### src/sv/sdt_pkg.sv
// Shared types and constants of the SDT section parser.
`timescale 1ns / 1ps

package sdt_pkg;

    // Record kinds, carried on the master tuser
    localparam logic [2:0] KIND_HEADER  = 3'd0;
    localparam logic [2:0] KIND_SERVICE = 3'd1;
    localparam logic [2:0] KIND_PROV    = 3'd2;
    localparam logic [2:0] KIND_SNAME   = 3'd3;
    localparam logic [2:0] KIND_END     = 3'd4;

    localparam logic [7:0] TAG_SERVICE_DESC = 8'h48;
    localparam int         LOOP_START       = 11;
    localparam int         CRC_BYTES        = 4;

    localparam int OUT_DEPTH = 4;
    localparam int OUT_PTR_W = $clog2(OUT_DEPTH);
    localparam int OUT_CNT_W = $clog2(OUT_DEPTH + 1);

    typedef enum logic [15:0] {
        PH_HDR     = 16'b0000_0000_0000_0001,
        PH_SVC0    = 16'b0000_0000_0000_0010,
        PH_SVC1    = 16'b0000_0000_0000_0100,
        PH_SVC2    = 16'b0000_0000_0000_1000,
        PH_SVC3    = 16'b0000_0000_0001_0000,
        PH_SVC4    = 16'b0000_0000_0010_0000,
        PH_DTAG    = 16'b0000_0000_0100_0000,
        PH_DLEN_O  = 16'b0000_0000_1000_0000,
        PH_DLEN_SD = 16'b0000_0001_0000_0000,
        PH_SKIP    = 16'b0000_0010_0000_0000,
        PH_STYPE   = 16'b0000_0100_0000_0000,
        PH_PLEN    = 16'b0000_1000_0000_0000,
        PH_PNAME   = 16'b0001_0000_0000_0000,
        PH_SLEN    = 16'b0010_0000_0000_0000,
        PH_SNAME   = 16'b0100_0000_0000_0000,
        PH_IDLE    = 16'b1000_0000_0000_0000
    } t_phase;

    typedef struct packed {
        logic [15:0] tsid;
        logic [15:0] onid;
        logic [4:0]  ver;
        logic [7:0]  sn;
        logic [7:0]  lsn;
        logic        cn;
    } t_hdr;

    typedef struct packed {
        logic [15:0] id;
        logic        eit_s;
        logic        eit_pf;
        logic [2:0]  running;
        logic        ca;
    } t_svc;

    typedef struct packed {
        logic [2:0]  kind;
        logic [15:0] ident;
        logic [15:0] network_id;
        logic [4:0]  version;
        logic [7:0]  section_index;
        logic [7:0]  last_section_index;
        logic        current_next;
        logic        eit_schedule;
        logic        eit_present_following;
        logic [2:0]  running_state;
        logic        free_ca;
        logic [7:0]  payload_byte;
    } t_rec;

    function automatic t_rec f_rec(input logic [2:0] kind, input logic [15:0] ident,
                                   input t_hdr hdr, input t_svc svc, input logic svc_en,
                                   input logic [7:0] payload);
        t_rec r;
        r.kind                  = kind;
        r.ident                 = ident;
        r.network_id            = hdr.onid;
        r.version               = hdr.ver;
        r.section_index         = hdr.sn;
        r.last_section_index    = hdr.lsn;
        r.current_next          = hdr.cn;
        r.eit_schedule          = svc_en & svc.eit_s;
        r.eit_present_following = svc_en & svc.eit_pf;
        r.running_state         = svc_en ? svc.running : 3'd0;
        r.free_ca               = svc_en & svc.ca;
        r.payload_byte          = payload;
        return r;
    endfunction

endpackage

### src/sv/dvb_sdt_section_parser.sv
// Top level of the DVB SDT section parser.
`timescale 1ns / 1ps

// Parses one SDT section per run of bytes, one byte per item on the slave
// stream, tuser marking the first byte of each section. Every byte is decoded
// in the cycle it is accepted and its records go into a four-entry output queue,
// so a byte is taken every cycle while the queue has room for two records. A
// byte that causes two records (byte 9 of a very short section, or a last name
// byte that closes a service) keeps the master side busy with both records; the
// sustained input rate is one byte per cycle as long as results drain at one
// per cycle. Record order per byte: header, name byte, service, section end.
module dvb_sdt_section_parser
    import sdt_pkg::*;
#(
    parameter int MAX_SECTION_BYTES = 1024
) (
    input  logic        i_clk,
    input  logic        i_rst_n,
    input  logic        s_axis_tvalid,
    output logic        s_axis_tready,
    input  logic [7:0]  s_axis_tdata,   // data_byte
    input  logic [0:0]  s_axis_tuser,   // first
    output logic        m_axis_tvalid,
    input  logic        m_axis_tready,
    // ident, network_id, version, section_index, last_section_index,
    // current_next, eit_schedule, eit_present_following, running_state,
    // free_ca, payload_byte, 4 zero bits
    output logic [71:0] m_axis_tdata,
    output logic [2:0]  m_axis_tuser    // kind
);

    localparam int         PW      = $clog2(MAX_SECTION_BYTES);
    localparam logic [11:0] MAX_LEN = 12'(MAX_SECTION_BYTES - 3);

    logic [PW-1:0] r_pos, n_pos;
    logic [11:0]   r_slr, n_slr;
    t_hdr          r_hdr, n_hdr;
    t_svc          r_svc, n_svc;
    logic [11:0]   r_lr, n_lr;
    t_phase        r_phase, n_phase;
    logic [7:0]    r_dr, n_dr;
    logic [7:0]    r_nr, n_nr;
    logic [7:0]    r_stype, n_stype;

    logic          accept;
    logic [7:0]    b;
    logic [PW-1:0] p;
    logic [11:0]   slr_raw;
    logic [7:0]    dr_dec;
    logic [7:0]    nr_dec;
    logic          emit_hdr, emit_name, emit_svc, emit_end;
    logic [2:0]    name_kind;
    t_phase        dnext;

    logic [1:0]    push_cnt;
    t_rec          rec0, rec1, out_rec;
    t_rec          hdr_rec, name_rec, svc_rec, end_rec;
    logic          room;

    assign accept        = s_axis_tvalid & s_axis_tready;
    assign s_axis_tready = room;
    assign b             = s_axis_tdata;
    assign p             = r_pos + PW'(1);
    assign slr_raw       = {r_slr[11:8], b};
    assign dr_dec        = r_dr - 8'd1;
    assign nr_dec        = r_nr - 8'd1;

    always_comb begin
        n_pos     = r_pos;
        n_slr     = r_slr;
        n_hdr     = r_hdr;
        n_svc     = r_svc;
        n_lr      = r_lr;
        n_phase   = r_phase;
        n_dr      = r_dr;
        n_nr      = r_nr;
        n_stype   = r_stype;
        emit_hdr  = 1'b0;
        emit_name = 1'b0;
        emit_svc  = 1'b0;
        emit_end  = 1'b0;
        name_kind = KIND_PROV;
        dnext     = r_phase;
        if (accept) begin
            if (s_axis_tuser[0]) begin
                n_pos   = '0;
                n_slr   = '0;
                n_hdr   = '0;
                n_svc   = '0;
                n_lr    = '0;
                n_dr    = '0;
                n_nr    = '0;
                n_stype = '0;
                n_phase = PH_HDR;
            end else if (r_phase != PH_IDLE) begin
                n_pos = p;
                case (p)
                    PW'(1): n_slr = {b[3:0], 8'h00};
                    PW'(2): n_slr = (slr_raw > MAX_LEN) ? MAX_LEN : slr_raw;
                    PW'(3): n_hdr.tsid[15:8] = b;
                    PW'(4): n_hdr.tsid[7:0] = b;
                    PW'(5): begin
                        n_hdr.ver = b[5:1];
                        n_hdr.cn  = b[0];
                    end
                    PW'(6): n_hdr.sn = b;
                    PW'(7): n_hdr.lsn = b;
                    PW'(8): n_hdr.onid[15:8] = b;
                    PW'(9): begin
                        n_hdr.onid[7:0] = b;
                        emit_hdr        = 1'b1;
                    end
                    PW'(10): n_phase = PH_SVC0;
                    default: begin
                        if (p >= PW'(LOOP_START) &&
                            13'(p) + 13'(CRC_BYTES - 3) < {1'b0, r_slr}) begin
                            case (r_phase)
                                PH_SVC0: begin
                                    n_svc.id[15:8] = b;
                                    n_phase        = PH_SVC1;
                                end
                                PH_SVC1: begin
                                    n_svc.id[7:0] = b;
                                    n_phase       = PH_SVC2;
                                end
                                PH_SVC2: begin
                                    n_svc.eit_s  = b[1];
                                    n_svc.eit_pf = b[0];
                                    n_phase      = PH_SVC3;
                                end
                                PH_SVC3: begin
                                    n_svc.running = b[7:5];
                                    n_svc.ca      = b[4];
                                    n_lr          = {b[3:0], 8'h00};
                                    n_phase       = PH_SVC4;
                                end
                                PH_SVC4: begin
                                    n_lr    = {r_lr[11:8], b};
                                    n_stype = 8'h00;
                                    if (n_lr == 12'd0) begin
                                        emit_svc = 1'b1;
                                        n_phase  = PH_SVC0;
                                    end else begin
                                        n_phase = PH_DTAG;
                                    end
                                end
                                PH_DTAG, PH_DLEN_O, PH_DLEN_SD, PH_SKIP, PH_STYPE,
                                PH_PLEN, PH_PNAME, PH_SLEN, PH_SNAME: begin
                                    n_lr = r_lr - 12'd1;
                                    if (r_phase == PH_DTAG) begin
                                        dnext = (b == TAG_SERVICE_DESC) ? PH_DLEN_SD
                                                                        : PH_DLEN_O;
                                    end else if (r_phase == PH_DLEN_O ||
                                                 r_phase == PH_DLEN_SD) begin
                                        n_dr = b;
                                        if (b == 8'h00) begin
                                            dnext = PH_DTAG;
                                        end else if (r_phase == PH_DLEN_SD) begin
                                            dnext = PH_STYPE;
                                        end else begin
                                            dnext = PH_SKIP;
                                        end
                                    end else begin
                                        n_dr = dr_dec;
                                        if (r_phase == PH_STYPE) begin
                                            n_stype = b;
                                            dnext   = PH_PLEN;
                                        end else if (r_phase == PH_PLEN) begin
                                            n_nr  = b;
                                            dnext = (b != 8'h00) ? PH_PNAME : PH_SLEN;
                                        end else if (r_phase == PH_PNAME) begin
                                            emit_name = 1'b1;
                                            name_kind = KIND_PROV;
                                            n_nr      = nr_dec;
                                            dnext = (nr_dec != 8'h00) ? PH_PNAME : PH_SLEN;
                                        end else if (r_phase == PH_SLEN) begin
                                            n_nr  = b;
                                            dnext = (b != 8'h00) ? PH_SNAME : PH_SKIP;
                                        end else if (r_phase == PH_SNAME) begin
                                            emit_name = 1'b1;
                                            name_kind = KIND_SNAME;
                                            n_nr      = nr_dec;
                                            dnext = (nr_dec != 8'h00) ? PH_SNAME : PH_SKIP;
                                        end
                                        // descriptor exhausted: next byte is a tag
                                        if (dr_dec == 8'h00) begin
                                            dnext = PH_DTAG;
                                        end
                                    end
                                    n_phase = dnext;
                                    if (n_lr == 12'd0) begin
                                        emit_svc = 1'b1;
                                        n_phase  = PH_SVC0;
                                    end
                                end
                                default: ;
                            endcase
                        end
                    end
                endcase
                if (p >= PW'(2) && 13'(p) == {1'b0, n_slr} + 13'd2) begin
                    emit_end = 1'b1;
                    n_phase  = PH_IDLE;
                end
            end
        end
    end

    assign hdr_rec  = f_rec(KIND_HEADER, n_hdr.tsid, n_hdr, n_svc, 1'b0, 8'h00);
    assign name_rec = f_rec(name_kind, 16'h0000, n_hdr, n_svc, 1'b0, b);
    assign svc_rec  = f_rec(KIND_SERVICE, n_svc.id, n_hdr, n_svc, 1'b1, n_stype);
    assign end_rec  = f_rec(KIND_END, n_hdr.tsid, n_hdr, n_svc, 1'b0, 8'h00);

    // pack this byte's records in order; header and name never share a byte
    always_comb begin
        push_cnt = 2'd0;
        rec0     = hdr_rec;
        rec1     = end_rec;
        if (emit_hdr) begin
            rec0     = hdr_rec;
            push_cnt = 2'd1;
        end
        if (emit_name) begin
            rec0     = name_rec;
            push_cnt = 2'd1;
        end
        if (emit_svc) begin
            if (push_cnt == 2'd0) begin
                rec0 = svc_rec;
            end else begin
                rec1 = svc_rec;
            end
            push_cnt = push_cnt + 2'd1;
        end
        if (emit_end) begin
            if (push_cnt == 2'd0) begin
                rec0 = end_rec;
            end else begin
                rec1 = end_rec;
            end
            push_cnt = push_cnt + 2'd1;
        end
    end

    always_ff @(posedge i_clk) begin
        if (!i_rst_n) begin
            r_pos   <= '0;
            r_slr   <= '0;
            r_hdr   <= '0;
            r_svc   <= '0;
            r_lr    <= '0;
            r_phase <= PH_IDLE;
            r_dr    <= '0;
            r_nr    <= '0;
            r_stype <= '0;
        end else begin
            r_pos   <= n_pos;
            r_slr   <= n_slr;
            r_hdr   <= n_hdr;
            r_svc   <= n_svc;
            r_lr    <= n_lr;
            r_phase <= n_phase;
            r_dr    <= n_dr;
            r_nr    <= n_nr;
            r_stype <= n_stype;
        end
    end

    sdt_out_fifo u_out_fifo (
        .i_clk      (i_clk),
        .i_rst_n    (i_rst_n),
        .i_push_cnt (push_cnt),
        .i_rec0     (rec0),
        .i_rec1     (rec1),
        .o_room     (room),
        .o_valid    (m_axis_tvalid),
        .i_ready    (m_axis_tready),
        .o_rec      (out_rec)
    );

    assign m_axis_tuser = out_rec.kind;
    assign m_axis_tdata = {4'b0000,
                           out_rec.payload_byte,
                           out_rec.free_ca,
                           out_rec.running_state,
                           out_rec.eit_present_following,
                           out_rec.eit_schedule,
                           out_rec.current_next,
                           out_rec.last_section_index,
                           out_rec.section_index,
                           out_rec.version,
                           out_rec.network_id,
                           out_rec.ident};

endmodule

### src/sv/sdt_out_fifo.sv
// Result queue of the SDT parser: takes up to two records a cycle, gives one while i_ready is high.
`timescale 1ns / 1ps

module sdt_out_fifo
    import sdt_pkg::*;
(
    input  logic       i_clk,
    input  logic       i_rst_n,
    input  logic [1:0] i_push_cnt,
    input  t_rec       i_rec0,
    input  t_rec       i_rec1,
    output logic       o_room,
    output logic       o_valid,
    input  logic       i_ready,
    output t_rec       o_rec
);

    t_rec                 r_slot [OUT_DEPTH];
    logic [OUT_PTR_W-1:0] r_wr;
    logic [OUT_PTR_W-1:0] r_rd;
    logic [OUT_CNT_W-1:0] r_cnt;
    logic [OUT_PTR_W-1:0] wr1;
    logic                 pop;

    assign wr1     = r_wr + OUT_PTR_W'(1);
    assign o_valid = (r_cnt != '0);
    assign pop     = o_valid & i_ready;
    assign o_rec   = r_slot[r_rd];
    // leave space for the two records one byte may cause
    assign o_room  = (r_cnt <= OUT_CNT_W'(OUT_DEPTH - 2));

    always_ff @(posedge i_clk) begin
        if (!i_rst_n) begin
            r_wr  <= '0;
            r_rd  <= '0;
            r_cnt <= '0;
        end else begin
            r_wr  <= r_wr + OUT_PTR_W'(i_push_cnt);
            r_rd  <= r_rd + OUT_PTR_W'(pop);
            r_cnt <= r_cnt + OUT_CNT_W'(i_push_cnt) - OUT_CNT_W'(pop);
        end
    end

    always_ff @(posedge i_clk) begin
        if (i_push_cnt != 2'd0) begin
            r_slot[r_wr] <= i_rec0;
        end
        if (i_push_cnt == 2'd2) begin
            r_slot[wr1] <= i_rec1;
        end
    end

endmodule
### config.mk
export PLATFORM = sky130hd
export DESIGN_NAME = dvb_sdt_section_parser
export DESIGN_NICKNAME = d
export VERILOG_FILES = /design/src/sv/sdt_pkg.sv /design/src/sv/dvb_sdt_section_parser.sv /design/src/sv/sdt_out_fifo.sv
export SDC_FILE = /design/constraint.sdc
export NUM_CORES = 1
export LEC_CHECK = 0
export BUFFER_PORTS_ARGS = -buffer_cell sky130_fd_sc_hd__buf_2
export CORE_UTILIZATION = 55
export CTS_CLUSTER_DIAMETER = 100
export CTS_CLUSTER_SIZE = 28
export DETAILED_ROUTE_END_ITERATION = 10
export GPL_TIMING_DRIVEN = 1
export HOLD_SLACK_MARGIN = 0.05
export PLACE_DENSITY = 0.85
export SLEW_MARGIN = 30
export SYNTH_ARGS = -nofsm -noshare
export SYNTH_HDL_FRONTEND = slang
export SYNTH_SLANG_ARGS = --single-unit
### constraint.sdc
create_clock -name i_clk -period 6.7 [get_ports i_clk]
set_clock_uncertainty 0.15 [all_clocks]
set_input_delay 0.67 -clock i_clk [delete_from_list [all_inputs] [get_ports i_clk]]
set_output_delay 0.67 -clock i_clk [all_outputs]
set_load 0.02 [all_outputs]
==> results.toml <==
[power_and_ir_drop]
vdd_drop_max_v = 0.0001595
p_comb_frac = 0.169
power_leakage_nw = 7.359
power_frac_clock = 0.273
power_frac_seq = 0.558
p_per_area_nw_per_um2 = 221.8
switchingPower_mw = 1.477
swShare = 0.2768
power.internal_mw = 3.859

[drt]
ant_nets = 0
drt-pass1-iter-count = 5
met1_length_mm = 23.25
drc_errors = 0
dr.first_iter.drc_count = 2068
met2_length_mm = 29.46
vias = 17370
routed_wl_mm = 60.95
top_layer = "met4"
dr_wl_met3_mm = 6.122
via_per_inst = 6.666
wl_per_cell_um = 23.39

[clock_tree]
clock_sinks = 441
clock_tree.root_cell = "clkbuf_16"
cts_tree = "built"
clock_latency_ns = 0.56
cts.clk_slew.worst_paths_ns = 0.12
cts_setup_buffers = 0
max-clock-path-buffers = 3
ctsHtreeMaxLevel = 1
cts_made_buffers = 20

[layout]
nets = 2109
stdcell_count = 2606
nFillCells = 3085
multiInputGateArea_sq_um = 9926
syn_to_final_growth_pct = 7.963
diodes = 0
design_area_sq_um = 24050
layout-drive-gt1-share = 0.1413
seqCellArea_sq_um = 11640

[placement]
placed_cell_area_sq_um = 23410
gp_congestion = 0.9346
placedCellCount = 2570
port_buffers = 85
dp_slack_ns = 0.4142
hpwl_mm = 38.64

[floorplan]
placementRows = 73
fp.dieArea_sq_um = 41320
io_pins = 90
die_w_um = 203.3
initial_core_util = 0.5595
core_area_sq_um = 39820
die_h_um = 203.3

[timing]
min_period_ns = 6.133
fmax_mhz = 163.0
min_period_over_period = 0.9154
finalMaxSlewViolations = 0
setup_tns_ns = 0
hold_viol = 0
grt_setup_unrepaired = "false"
setup_slack_ns = 0.5667
setup-violations-final = 0
worst_pin_slew_ns = 1.045
hold_ws_ns = 0.3468
slew_headroom = 0.2971

[critical_path]
end_kind = "flop"
crit_type = "flop to flop"
crit_required_ns = 7.01
start_kind = "flop"
slowest_stage = "dfxtp_1"
cpPeakStageDelay_ns = 0.58
critPathArrivalTime_ns = 6.44
cp_max_fo = 14
cpMostUsedCell = "nand2_1"

[global_route]
antenna_found_initial = 0
grt_overflow_total = 0
grtUsageTotal = 0.2924
grt_pass1_wl_mm = 95.11
grt_max_degree = 100
grt_pass1_vias = 17150

[logic_synthesis]
synth_edf_count = 280
synth-seq-cells = 441
yosysMostFrequentCell = "nor2_1"
synth_area_leaders = "edfxtp_1 38%, dfxtp_1 14%, mux4_2 7.2%"
synthArstFlopShare = 0
ys_top_cells_by_count = "285 x nor2_1, 280 x edfxtp_1, 161 x dfxtp_1"
synth_cells = 2048
ys_types = 87
ys_seq_area_frac = 0.5220
synth_area_leader_cell = "edfxtp_1"
ys.flop_type = "edfxtp_1"
syn_area_sq_um = 22280
synth_top_area_share = 0.3774
syn_area_per_cell_sq_um = 10.88
yosys_warnings = 0

[flow_run]
drv_cap = 0

[hold_path]
hold_path.class = "flop to flop"

[outcome]
status = "finished clean"
==> critical path: cells and delay by family (launching register included) <==
| family | cells | cell delay [ns] |
|---|---|---|
| AO/OA/AOI/OAI | 5 | 1.11 |
| flip-flops | 1 | 0.58 |
| AND/OR/NAND/NOR | 12 | 1.64 |
| adder cells (fa/ha/maj) | 5 | 1.62 |
| buffers and inverters | 4 | 0.44 |
| XOR/XNOR | 3 | 0.53 |
==> power by group through the flow <==
stage | Combinational (mW) | Clock [mW] | Sequential, mW
after floorplan | 0.718 | 0 | 2.95
after global placement | 0.853 | 0 | 3.06
after detailed placement | 0.895 | 0 | 3.04
after CTS | 0.898 | 1.46 | 2.98
after global routing | 0.971 | 1.55 | 2.99
final | 0.902 | 1.46 | 2.98
==> path summary, 6_finish.rpt <==
check                                                            from                                    end  slack, ns  depth (start not counted)
worst max-delay path                            r_pos[0]$_SDFFE_PN0P_         u_out_fifo.r_cnt[2]$_SDFF_PN0_       0.57                         29
worst min-delay path            u_out_fifo.r_slot[1][69]$_SDFFE_PP0N_  u_out_fifo.r_slot[1][69]$_SDFFE_PP0N_       0.35                          1
worst max register to register                  r_pos[0]$_SDFFE_PN0P_         u_out_fifo.r_cnt[2]$_SDFF_PN0_       0.57                         29
worst min register to register  u_out_fifo.r_slot[1][69]$_SDFFE_PP0N_  u_out_fifo.r_slot[1][69]$_SDFFE_PP0N_       0.35                          1
==> sequential cells by signal, indices dropped and copies added (netlist names), 3 cells and up <==
register           flops
r_svc                 22
r_dr                   8
r_slr                 12
r_stype                8
u_out_fifo.r_cnt       3
r_phase               16
r_lr                  12
r_pos                 10
r_nr                   8
r_hdr                 54
u_out_fifo.r_slot    284
==> final cells by class <==
cell class | instances | area share
clock buffer | 33 | 0.02372
clock inverter | 3 | 0.001821
inverter | 60 | 0.009831
multi-input combinational | 1404 | 0.4126
sequential | 441 | 0.4839
tap | 525 | 0.02731
timing repair buffer | 140 | 0.04083
==> cell usage in the layout (no fill, tap or decap), types with 27 or more instances in the layout <==
| cell type | Yosys | layout |
|---|---|---|
| edfxtp_1 | 280 | 280 |
| nor2b_1 | 92 | 92 |
| and2_1 | 53 | 53 |
| o22ai_1 | 74 | 74 |
| nand2_1 | 107 | 107 |
| nor3_1 | 45 | 42 |
| dfxtp_1 | 161 | 159 |
| inv_1 | 59 | 56 |
| buf_2 | 16 | 84 |
| nand3_1 | 29 | 29 |
| mux2i_1 | 27 | 27 |
| buf_4 | 5 | 44 |
| ha_1 | 28 | 27 |
| a22oi_1 | 84 | 84 |
| a21oi_1 | 72 | 71 |
| nor2_1 | 285 | 284 |
| mux4_2 | 71 | 71 |
| o32ai_1 | 30 | 30 |
| xnor2_1 | 35 | 35 |
| o21ai_0 | 52 | 51 |
==> repair_timing <==
item	4_1_cts	5_1_grt
setup endpoints to repair	0	197
hold buffers	0	0
gates resized for setup	0	5
==> through the flow <==
| stage | utilization | power [mW] |
|---|---|---|
| after global routing | 0.6040 | 5.512 |
| after floorplan | - | 3.669 |
| after detailed placement | 0.5879 | 3.938 |
| after global placement | 0.5869 | 3.916 |
| after CTS | 0.6033 | 5.337 |
| final | 0.6040 | 5.336 |
==> logic make-up (layout without fill, tap and decap cells) <==
| kind of cell | count (synthesis) | count (layout) | synth area share |
|---|---|---|---|
| xor+xnor | 52 | 52 | 0.02078 |
| fa+ha+maj | 29 | 29 | 0.01662 |
| other cells | 1 | 4 | 0.0001683 |
| flops | 441 | 441 | 0.5220 |
| mux | 101 | 101 | 0.08592 |
| compound gates | 478 | 478 | 0.1510 |
| buf+inv | 206 | 236 | 0.03678 |
| simple gates | 740 | 740 | 0.1667 |
==> metal layers <==
layer | global-route usage | up-vias
li1 | - | 7658
met1 | 0.3869 | 8481
met2 | 0.4909 | 1061
met3 | 0.04171 | 171
met4 | 0.1058 | 0
met5 | 0 | -
Note: power is estimated with default switching activity, not from simulation.
